`src/sv/ahp_pkg.sv`:
```
package ahp_pkg;

   // Four-character tags, big-endian as they appear in the file
   localparam logic [31:0] TAG_FORM = 32'h464F_524D;
   localparam logic [31:0] TAG_AIFF = 32'h4149_4646;
   localparam logic [31:0] TAG_AIFC = 32'h4149_4643;
   localparam logic [31:0] TAG_COMM = 32'h434F_4D4D;
   localparam logic [31:0] TAG_NONE = 32'h4E4F_4E45;
   localparam logic [31:0] TAG_SOWT = 32'h736F_7774;

   // COMM body offsets (relative to the size field), last byte of each field
   localparam logic [4:0] COMM_POS_CHANNELS = 5'd5;
   localparam logic [4:0] COMM_POS_FRAMES   = 5'd9;
   localparam logic [4:0] COMM_POS_BITS     = 5'd11;
   localparam logic [4:0] COMM_POS_LAST     = 5'd21;
   localparam logic [4:0] WORD_POS_LAST     = 5'd3;

   localparam int RSP_DATA_W = 72;

   typedef enum logic [8:0] {
      PH_FORM   = 9'b000000001,
      PH_FSIZE  = 9'b000000010,
      PH_FTYPE  = 9'b000000100,
      PH_CKID   = 9'b000001000,
      PH_CKSIZE = 9'b000010000,
      PH_SKIP   = 9'b000100000,
      PH_COMM   = 9'b001000000,
      PH_COMP   = 9'b010000000,
      PH_DONE   = 9'b100000000
   } phase_type;

   typedef enum logic [2:0] {
      STATUS_OK        = 3'd0,
      STATUS_NO_FORM   = 3'd1,
      STATUS_BAD_TYPE  = 3'd2,
      STATUS_BAD_COMP  = 3'd3,
      STATUS_TRUNCATED = 3'd4
   } status_type;

   // Packed so that header_ok lands in bit 0
   typedef struct packed {
      logic [15:0] sample_bits;
      logic [31:0] sample_frames;
      logic [15:0] channel_count;
      logic        is_compressed_form;
      status_type  status;
      logic        header_ok;
   } result_type;

endpackage

```
`src/sv/ahp_parser.sv`:
```
module ahp_parser (
   input  logic                clock,
   input  logic                reset,
   input  logic                byte_accept,
   input  logic [7:0]          data_byte,
   input  logic                end_of_file,
   output logic                result_valid,
   output ahp_pkg::result_type result,
   input  logic                result_ready
);
   import ahp_pkg::*;

   phase_type   phase_ff, phase_in;
   logic [4:0]  pos_ff, pos_in;
   logic [31:0] shift_ff, shift_in;
   logic [31:0] skip_ff, skip_in;
   logic        aifc_ff, aifc_in;
   logic [15:0] channels_ff, channels_in;
   logic [31:0] frames_ff, frames_in;
   logic [15:0] bits_ff, bits_in;
   logic        given_ff, given_in;

   logic [31:0] shift_new;
   logic        word_last;
   logic        emit;
   logic        emit_ok;
   status_type  emit_status;

   assign shift_new = {shift_ff[23:0], data_byte};
   assign word_last = (pos_ff >= WORD_POS_LAST);

   // Phase and field tracking for one byte
   always_comb begin
      phase_in    = phase_ff;
      pos_in      = pos_ff;
      shift_in    = shift_ff;
      skip_in     = skip_ff;
      aifc_in     = aifc_ff;
      channels_in = channels_ff;
      frames_in   = frames_ff;
      bits_in     = bits_ff;
      given_in    = given_ff;
      emit        = 1'b0;
      emit_ok     = 1'b0;
      emit_status = STATUS_OK;

      if (!given_ff) begin
         shift_in = shift_new;
         case (phase_ff)
            PH_FORM: begin
               pos_in = word_last ? 5'd0 : pos_ff + 5'd1;
               if (word_last) begin
                  if (shift_new != TAG_FORM) begin
                     emit        = 1'b1;
                     emit_status = STATUS_NO_FORM;
                  end else begin
                     phase_in = PH_FSIZE;
                  end
               end
            end
            PH_FSIZE: begin
               pos_in = word_last ? 5'd0 : pos_ff + 5'd1;
               if (word_last) phase_in = PH_FTYPE;
            end
            PH_FTYPE: begin
               pos_in = word_last ? 5'd0 : pos_ff + 5'd1;
               if (word_last) begin
                  if (shift_new == TAG_AIFF) begin
                     aifc_in  = 1'b0;
                     phase_in = PH_CKID;
                  end else if (shift_new == TAG_AIFC) begin
                     aifc_in  = 1'b1;
                     phase_in = PH_CKID;
                  end else begin
                     emit        = 1'b1;
                     emit_status = STATUS_BAD_TYPE;
                  end
               end
            end
            PH_CKID: begin
               pos_in = word_last ? 5'd0 : pos_ff + 5'd1;
               if (word_last) phase_in = (shift_new == TAG_COMM) ? PH_COMM : PH_CKSIZE;
            end
            PH_CKSIZE: begin
               pos_in = word_last ? 5'd0 : pos_ff + 5'd1;
               if (word_last) begin
                  skip_in  = shift_new;
                  phase_in = (shift_new != 32'd0) ? PH_SKIP : PH_CKID;
               end
            end
            PH_SKIP: begin
               // size was consumed with position at zero; no pad byte is skipped after an odd body
               skip_in = skip_ff - 32'd1;
               if (skip_ff == 32'd1) begin
                  phase_in = PH_CKID;
                  pos_in   = 5'd0;
               end
            end
            PH_COMM: begin
               if (pos_ff == COMM_POS_CHANNELS) channels_in = shift_new[15:0];
               else if (pos_ff == COMM_POS_FRAMES) frames_in = shift_new;
               else if (pos_ff == COMM_POS_BITS) bits_in = shift_new[15:0];
               if (pos_ff >= COMM_POS_LAST) begin
                  pos_in = 5'd0;
                  if (aifc_ff) begin
                     phase_in = PH_COMP;
                  end else begin
                     emit    = 1'b1;
                     emit_ok = 1'b1;
                  end
               end else begin
                  pos_in = pos_ff + 5'd1;
               end
            end
            PH_COMP: begin
               pos_in = word_last ? 5'd0 : pos_ff + 5'd1;
               if (word_last) begin
                  emit = 1'b1;
                  if (shift_new == TAG_NONE || shift_new == TAG_SOWT) begin
                     emit_ok = 1'b1;
                  end else begin
                     emit_status = STATUS_BAD_COMP;
                  end
               end
            end
            default: begin
            end
         endcase

         // File ended before a decision
         if (end_of_file && !emit) begin
            emit        = 1'b1;
            emit_status = STATUS_TRUNCATED;
         end
         if (emit) begin
            given_in = 1'b1;
            phase_in = PH_DONE;
         end
      end
   end

   // Result payload
   always_comb begin
      result.header_ok          = emit_ok;
      result.status             = emit_status;
      result.is_compressed_form = aifc_in;
      result.channel_count      = emit_ok ? channels_in : 16'd0;
      result.sample_frames      = emit_ok ? frames_in : 32'd0;
      result.sample_bits        = emit_ok ? bits_in : 16'd0;
   end

   assign result_valid = byte_accept && emit;

   // State registers, cleared by reset and at end of each file
   always_ff @(posedge clock) begin
      if (reset) begin
         phase_ff    <= PH_FORM;
         pos_ff      <= 5'd0;
         shift_ff    <= 32'd0;
         skip_ff     <= 32'd0;
         aifc_ff     <= 1'b0;
         channels_ff <= 16'd0;
         frames_ff   <= 32'd0;
         bits_ff     <= 16'd0;
         given_ff    <= 1'b0;
      end else if (byte_accept) begin
         if (end_of_file) begin
            phase_ff    <= PH_FORM;
            pos_ff      <= 5'd0;
            shift_ff    <= 32'd0;
            skip_ff     <= 32'd0;
            aifc_ff     <= 1'b0;
            channels_ff <= 16'd0;
            frames_ff   <= 32'd0;
            bits_ff     <= 16'd0;
            given_ff    <= 1'b0;
         end else begin
            phase_ff    <= phase_in;
            pos_ff      <= pos_in;
            shift_ff    <= shift_in;
            skip_ff     <= skip_in;
            aifc_ff     <= aifc_in;
            channels_ff <= channels_in;
            frames_ff   <= frames_in;
            bits_ff     <= bits_in;
            given_ff    <= given_in;
         end
      end
   end

   // Checks
   a_result_taken: assert property (@(posedge clock) disable iff (reset)
      result_valid |-> result_ready)
      else $error("result produced while output stage cannot take it");

   a_ok_status: assert property (@(posedge clock) disable iff (reset)
      result_valid && result.header_ok |-> result.status == STATUS_OK)
      else $error("accepted header with nonzero status");

   a_done_given: assert property (@(posedge clock) disable iff (reset)
      (phase_ff == PH_DONE) == given_ff)
      else $error("done phase and result flag disagree");

   a_eof_clear: assert property (@(posedge clock) disable iff (reset)
      byte_accept && end_of_file |=> phase_ff == PH_FORM && !given_ff && pos_ff == 5'd0)
      else $error("parser not cleared after end of file");

endmodule

```
`src/sv/ahp_out_skid.sv`:
```
module ahp_out_skid (
   input  logic                clock,
   input  logic                reset,
   input  logic                in_valid,
   input  ahp_pkg::result_type in_data,
   output logic                in_ready,
   output logic                out_valid,
   output ahp_pkg::result_type out_data,
   input  logic                out_ready
);
   import ahp_pkg::*;

   logic       main_valid_ff, main_valid_in;
   result_type main_ff, main_in;
   logic       skid_valid_ff, skid_valid_in;
   result_type skid_ff, skid_in;

   assign in_ready  = !skid_valid_ff;
   assign out_valid = main_valid_ff;
   assign out_data  = main_ff;

   // Main register drains first; skid catches a result while main is stalled
   always_comb begin
      main_valid_in = main_valid_ff;
      main_in       = main_ff;
      skid_valid_in = skid_valid_ff;
      skid_in       = skid_ff;
      if (out_ready || !main_valid_ff) begin
         if (skid_valid_ff) begin
            main_valid_in = 1'b1;
            main_in       = skid_ff;
            skid_valid_in = 1'b0;
         end else begin
            main_valid_in = in_valid;
            main_in       = in_data;
         end
      end else if (in_valid && in_ready) begin
         skid_valid_in = 1'b1;
         skid_in       = in_data;
      end
   end

   always_ff @(posedge clock) begin
      if (reset) begin
         main_valid_ff <= 1'b0;
         skid_valid_ff <= 1'b0;
      end else begin
         main_valid_ff <= main_valid_in;
         skid_valid_ff <= skid_valid_in;
      end
   end

   always_ff @(posedge clock) begin
      main_ff <= main_in;
      skid_ff <= skid_in;
   end

   // Checks
   a_skid_behind_main: assert property (@(posedge clock) disable iff (reset)
      skid_valid_ff |-> main_valid_ff)
      else $error("skid holds a result while main register is empty");

   a_skid_to_main: assert property (@(posedge clock) disable iff (reset)
      skid_valid_ff && out_ready |=> main_valid_ff && main_ff == $past(skid_ff))
      else $error("skid result not moved to main register");

   a_stall_hold: assert property (@(posedge clock) disable iff (reset)
      main_valid_ff && !out_ready |=> main_valid_ff && $stable(main_ff))
      else $error("stalled result changed");

endmodule

```
`src/sv/aiff_header_parser_top.sv`:
```
// AIFF/AIFC header parser. Feed the file one byte per transaction on the
// req_ stream, with req_tlast on the final byte; the block accepts one byte
// every cycle while req_tready is high, and a byte is fully handled in the
// cycle it is accepted (one pass through the phase logic into the result
// register). It checks FORM, the AIFF/AIFC form type, skips chunks by size up
// to COMM, captures channel count, sample frames and bits per sample, and for
// AIFC checks the NONE/sowt compression tag. Exactly one result transaction
// per file appears on the rsp_ stream, registered from the deciding byte (or
// the last byte, status truncated) and held while rsp_tready is low. Bytes
// after the decision are ignored until req_tlast, after which the parser is
// ready for the next file. A two-entry output buffer keeps req_tready high
// while a result waits; it drops only when two results are pending.
module aiff_header_parser_top (
   input  logic                           clock,
   input  logic                           reset,
   input  logic                           req_tvalid,
   output logic                           req_tready,
   input  logic [7:0]                     req_tdata,  // [7:0] data_byte
   input  logic                           req_tlast,  // end_of_file
   output logic                           rsp_tvalid,
   input  logic                           rsp_tready,
   // [0] header_ok, [3:1] status, [4] is_compressed_form, [20:5] channel_count,
   // [52:21] sample_frames, [68:53] sample_bits, [71:69] zero
   output logic [ahp_pkg::RSP_DATA_W-1:0] rsp_tdata
);
   import ahp_pkg::*;

   logic       byte_accept;
   logic       result_valid;
   logic       result_ready;
   result_type result;
   result_type rsp_result;

   assign byte_accept = req_tvalid && req_tready;
   assign req_tready  = result_ready;

   ahp_parser u_parser (
      .clock        (clock),
      .reset        (reset),
      .byte_accept  (byte_accept),
      .data_byte    (req_tdata),
      .end_of_file  (req_tlast),
      .result_valid (result_valid),
      .result       (result),
      .result_ready (result_ready)
   );

   ahp_out_skid u_out (
      .clock     (clock),
      .reset     (reset),
      .in_valid  (result_valid),
      .in_data   (result),
      .in_ready  (result_ready),
      .out_valid (rsp_tvalid),
      .out_data  (rsp_result),
      .out_ready (rsp_tready)
   );

   assign rsp_tdata = {(RSP_DATA_W - $bits(result_type))'(0), rsp_result};

endmodule

```
`config.mk`:
```
export PLATFORM = sky130hd
export DESIGN_NAME = aiff_header_parser_top
export DESIGN_NICKNAME = d
export VERILOG_FILES = /design/src/sv/ahp_pkg.sv /design/src/sv/ahp_parser.sv /design/src/sv/ahp_out_skid.sv /design/src/sv/aiff_header_parser_top.sv
export SDC_FILE = /design/constraint.sdc
export NUM_CORES = 1
export LEC_CHECK = 0
export ABC_AREA = 1
export ABC_CLOCK_PERIOD_IN_PS = 5220
export BUFFER_PORTS_ARGS = -buffer_cell sky130_fd_sc_hd__buf_4
export CAP_MARGIN = 10
export CORE_MARGIN = 5
export CORE_UTILIZATION = 55
export CTS_BUF_LIST = sky130_fd_sc_hd__clkbuf_8
export CTS_CLUSTER_DIAMETER = 150
export DETAILED_ROUTE_END_ITERATION = 6
export PLACE_DENSITY_LB_ADDON = 0.3
export SYNTH_ARGS = -nofsm -noshare
export SYNTH_HDL_FRONTEND = slang
export SYNTH_SLANG_ARGS = --single-unit
```
`constraint.sdc`:
```
create_clock -name clock -period 5.22 [get_ports clock]
set_input_delay 0.522 -clock clock [delete_from_list [all_inputs] [get_ports clock]]
set_output_delay 0.522 -clock clock [all_outputs]
set_load 0.05 [all_outputs]
```
=== Word level (Yosys, flattened, before mapping) ===
Cells that the tools add are included.

* Bits in read-only memories: 0
* Memories: 0
* Register bits: 276
* Bits in latches: 0
* Output and inout bits: 74
* Memory bits (writable): 0
* Logic and storage cells: 164

* Bitwise logic cells: 1
* Div/mod/pow operators: 0
* Equality and inequality tests: 31
* Order comparisons: 2
* $mul: 0
* Shifts and indexed selects: 0
* Muxes and demuxes: 85
* Reductions and logical operators: 20
* Add/subtract/negate cells: 2

{| class="wikitable"
|+ Operators by type and width
! operator !! number
|-
| $mux 32 || 9
|-
| $mux 16 || 12
|-
| $eq 32x31->1 const B || 5
|-
| $mux 9 || 14
|-
| $mux 69 || 1
|-
| $pmux 32 s2 || 1
|-
| $pmux 9 s7 || 1
|-
| $mux 24 || 2
|-
| $eq 32x1->1 const B || 1
|-
| $ne 32x31->1 const B || 1
|-
| $ne 4x2->1 const B || 8
|-
| $reduce_bool 32->1 || 1
|-
| $sub 32x1->32 const B || 1
|-
| $mux 1 || 26
|-
| $mux 5 || 5
|-
| $mux 3 || 6
|-
| $pmux 5 s3 || 1
|-
| $reduce_and 13->1 || 1
|-
| $eq 5x4->1 const B || 2
|-
| $eq 9x1->1 const B || 1
|-
| $eq 9x2->1 const B || 1
|-
| $eq 9x3->1 const B || 1
|-
| $eq 9x4->1 const B || 1
|-
| $eq 9x5->1 const B || 1
|-
| 28 further kinds || 38
|}

=== Longest topological paths before layout ===
* Depth after elaboration: 14
* Depth in mapped cells: 17

=== Cells and area by module ===
Synthesis repeated with hierarchy kept, for this count alone.

* Cell total of the unflattened synthesis: 1795
* Area, all modules: 13743.2 um^2

{| class="wikitable"
|+ Modules (own cells, without submodules)
! module !! instances !! area an instance (um^2) !! cells an instance
|-
| ahp_parser || 1 || 8553.2 || 1416
|-
| ahp_out_skid || 1 || 5156.2 || 373
|-
| aiff_header_parser_top || 1 || 33.8 || 6
|}

=== Least setup slack after synthesis ===
OpenSTA, ideal clock, no wires.

* Kind: register to register
* Start point: reg u_out.main_valid_ff, in the netlist u_out.out_valid
* End point: reg u_out.skid_ff[0] (netlist bit), enable pin
* Path buffers: 0
* Required time: 4723 ps
* Slack: -156 ps
* Stages on the path, launching flop included: 5
* Setup time: 497 ps
* Data arrival time: 4879 ps
* Cell sequence: dfxtp_1 inv_1 nor2_1 inv_1 nor2_1

* Word-level cells in the longest chain between the ends: 4

{| class="wikitable"
|+ RTL lines
! item !! line !! text
|-
| start: declaration || ahp_out_skid.sv:13 || <nowiki>logic main_valid_ff, main_valid_in;</nowiki>
|-
| start signal: assignment || ahp_out_skid.sv:48 || <nowiki>main_valid_ff <= main_valid_in;</nowiki>
|-
| $logic_not 1->1 || ahp_out_skid.sv:28 || <nowiki>if (out_ready || !main_valid_ff) begin</nowiki>
|-
| $logic_or 1x1->1 || ahp_out_skid.sv:28 ||
|-
| $not 1->1 (no line) || - ||
|-
| $reduce_and 2->1 (no line) || - ||
|-
| end signal: assignment || ahp_out_skid.sv:55 || <nowiki>skid_ff <= skid_in;</nowiki>
|-
| end: declaration || ahp_out_skid.sv:16 || <nowiki>result_type skid_ff, skid_in;</nowiki>
|}

No other way between the ends.
A chain may end at the register's enable or synchronous reset.

=== Final worst setup path ===
* Start point: reg u_parser.pos_ff[0]
* End point: reg u_out.skid_ff[43] (netlist bit), enable pin

* Word-level cells in the longest chain between the ends: 12

{| class="wikitable"
|+ RTL lines
! item !! line !! text
|-
| start: declaration || ahp_parser.sv:14 || <nowiki>logic [4:0] pos_ff, pos_in;</nowiki>
|-
| start signal: assignment || ahp_parser.sv:179 || <nowiki>pos_ff <= pos_in;</nowiki>
|-
| $ge 5x2->1 / $ge 5x5->1 (equally long branches) || ahp_parser.sv:30, ahp_parser.sv:103 ||
|-
| $mux 1 (on tied branches) || - ||
|-
| $pmux 1 s4 * || ahp_parser.sv:49 || <nowiki>case (phase_ff)</nowiki>
|-
| $mux 1 * || ahp_parser.sv:47 || <nowiki>if (!given_ff) begin</nowiki>
|-
| $logic_not 1->1 || ahp_parser.sv:131 || <nowiki>if (end_of_file && !emit) begin</nowiki>
|-
| $logic_and 1x1->1 || ahp_parser.sv:131 ||
|-
| $mux 1 * || ahp_parser.sv:131 ||
|-
| $mux 1 * (2 in a row) || ahp_parser.sv:47 ||
|-
| $logic_and 1x1->1 * || ahp_parser.sv:152 || <nowiki>assign result_valid = byte_accept && emit;</nowiki>
|-
| $logic_and 1x1->1 * || ahp_out_skid.sv:37 || <nowiki>end else if (in_valid && in_ready) begin</nowiki>
|-
| $reduce_and 2->1 (no line) * || - ||
|}

Mark *: on every way between the ends. The rest lies on a longest branch, timed or not. The select of a mux whose other input is x is not followed.

==> metrics.yaml <==
outcome:
  outcome: "finished clean"
finish:
  fill_cells: 2207
  fin_area_um2: 15200
  synthToLayoutAreaGrowth_pct: 11.1
  antenna_cells: 0
  drive_gt1_share_pct: 11.2
  layout.nets: 1822
yosys:
  synth_top_area_share_pct: 30.2
  synth_enable_flop_cells: 138
  postSynthCellCount: 1765
  yosys_most_used_dff: "edfxtp_1"
  netlist_area_um2: 13700
  synth_common_cells: "nand2_1, a21oi_1, nor2_1"
  synth_cell_types: 48
  synthArstFlopShare_pct: 0
  yosysMostFrequentCell: "nand2_1"
  yosys.area.top_type: "edfxtp_1"
  ys_warn_count: 0
  synth-seq-area-share_pct: 50.4
  ys_top_cells_by_area: "edfxtp_1, dfxtp_1, a21oi_1, nand2_1, nor2_1"
  ys_ff_latch: 276
  avgSynthCellArea_um2: 7.77
routing:
  viasPerCell: 5.62
  routedWlPerCell_um: 16.6
  vias: 12171
  drc: 0
  ant_nets: 0
  first_pass_iters: 5
  drt_iter0_drc: 1232
  wl_mm: 35.9
cts:
  clkLatencyLatePin_ns: 0.55
  cts_max_level: 2
  clk_pin_slew_ns: 0.06
  cts_resized: 0
  cts_buffers: 46
  post_cts_buffers: 0
  clock_sinks: 276
  cts_tree: "done"
  clock-root-buffer: "clkbuf_8"
  clock_path_buffers: 3
  cts_hold_buf: 0
worst_setup_path:
  start_kind: "register"
  r2r_cells: 12
  path_class: "reg2reg"
  reg2reg_from: "u_parser.pos_ff[0]"
  crit_required_ns: 5.38
  r2r_slack_ns: 2.07
  end_kind: "register"
  r2r_end: "u_out.skid_ff[43]"
  worstPathArrival_ns: 3.31
  path_max_fanout: 69
global_routing:
  antenna_found_initial: 0
  first_global_vias: 11251
  grt.overflow.total: 0
  grt_max_degree: 95
  grt_pass1_wl_mm: 57.5
  grt_usage_pct: 24.5
sta:
  hold_viol_final: 0
  fmax_ghz: 0.318
  period_share_pct: 60.3
  rsz0062_at_grt: "false"
  finalCriticalPeriod_ns: 3.15
  relSlewSlack_pct: 27.1
  finalClockSkew_ns: 0.0163
  setup_viol: 0
  tns_ns: 0
  slew_violations: 0
  worst_slew_pin_slew_ns: 1.09
floorplan:
  core-area_um2: 24500
  die_w_um: 168
  die_area_um2: 28200
  initial_utilization_pct: 56.1
  dieHeight_um: 168
  rows: 57
  io_pins: 87
hold_path:
  min_from: "rsp_tready"
  holdPathEnd: "u_out.skid_valid_ff"
  hold_depth: 4
  hp-class: "in2reg"
placement:
  place_congestion: 0.939
  placed_area_um2: 14400
  port-buffer-count: 83
  hpwl_mm: 23.8
flow_run:
  maxCapViolCount: 0
power:
  ir_worst_vdd_mv: 0.194
  power_density_nw_per_um2: 317
  leakage_nw: 7.09
## critical path: stages (launching register included)
cell     delay [ns]
dfxtp_1        0.44
ha_1           0.23
inv_1          0.05
nand2_1        0.05
inv_1          0.05
nand3_1        0.14
inv_1          0.11
nor2_1         0.22
a21oi_2        0.10
nand2_4        0.13
o21ai_0        0.24
nor2_4         0.17
buf_4          0.69
## flip-flops by register name, summed over array words and instances (netlist names), 5 cells and up
signal                flops
u_parser.skip_ff         32
u_parser.shift_ff        24
u_out.out_data           69
u_parser.frames_ff       32
u_parser.pos_ff           5
u_parser.channels_ff     16
u_out.skid_ff            69
u_parser.phase_ff         9
u_parser.bits_ff         16
## cell type report
class / instances / area (um^2) / share of cell area, %
sequential: 276 / 6910 / 45.3
multi-input combinational: 1148 / 5440 / 35.7
inverter: 237 / 895 / 5.87
clock buffer: 53 / 729 / 4.79
timing repair buffer: 96 / 721 / 4.73
tap: 324 / 405 / 2.66
clock inverter: 32 / 139 / 0.911
## how the worst max path moves through the flow
stage | startpoint | to | cells after the start
2_1_floorplan | u_out.out_valid | u_out.skid_ff[0] | 4
3_3_place_gp | req_tlast | u_parser.skip_ff[11] | 8
3_5_place_dp | req_tlast | u_parser.skip_ff[13] | 8
4_1_cts | u_parser.pos_ff[0] | u_out.skid_ff[44] | 12
5_1_grt | u_parser.phase_ff[0] | u_parser.pos_ff[1] | 12
6_report | u_parser.pos_ff[0] | u_out.skid_ff[43] | 12
## per-stage QoR
step / total power, mW / cells / hold WS [ns] / utilization [%] / worst slack, ns
3_5_place_dp: 3.08 / 2081 / 0.455 / 58.7 / 2.07
3_3_place_gp: 3.08 / 2081 / 0.450 / 58.7 / 2.10
6_report: 4.83 / 2166 / 0.249 / 62.3 / 2.07
2_1_floorplan: 2.90 / 1767 / 0.440 / - / 0.816
4_1_cts: 4.86 / 2166 / 0.222 / 62.3 / 2.16
5_1_grt: 5.04 / 2166 / 0.256 / 62.3 / 1.83
## logic make-up after synthesis
family                     share of synthesized area [%]
and+or+nand+nor                                     23.8
AOI/OAI and AO/OA                                   14.6
buffers and inverters                               10.2
DFF                                                 50.4
xor gates and xnor gates                           0.575
adders and majority gates                          0.365
other                                             0.0273
muxes                                             0.0730
## metal layers
layer / vias up / GRT usage (%) / wire length [um]
li1: 5916 / - / -
met2: 484 / 40.9 / 16900
met3: 70 / 3.66 / 2780
met5: - / 0 / 0
met1: 5701 / 33.4 / 15400
met4: 0 / 7.41 / 834
## layout by cell type (no fill, tap or decap), types with 10 or more instances in the layout
master,netlist,layout
nand2_1,333,331
a21oi_1,265,264
inv_1,225,242
nor2_1,236,234
edfxtp_1,138,138
dfxtp_1,138,138
buf_4,5,96
nand4_1,80,80
o21ai_0,53,53
clkbuf_8,0,53
nand3_1,44,44
nor3_1,21,21
o21ai_1,21,21
a211oi_1,14,14
nand2_2,11,13
inv_2,11,12
nor4_1,10,10
## report_power, final
| part | switching [mW] | internal, mW | leakage, nW |
|---|---|---|---|
| clock | 0.859 | 0.929 | 0.520 |
| sequential | 0.0608 | 2.34 | 2.72 |
| combinational | 0.477 | 0.171 | 3.85 |
| total | 1.40 | 3.44 | 7.09 |
(Power assumes the default switching activity.)
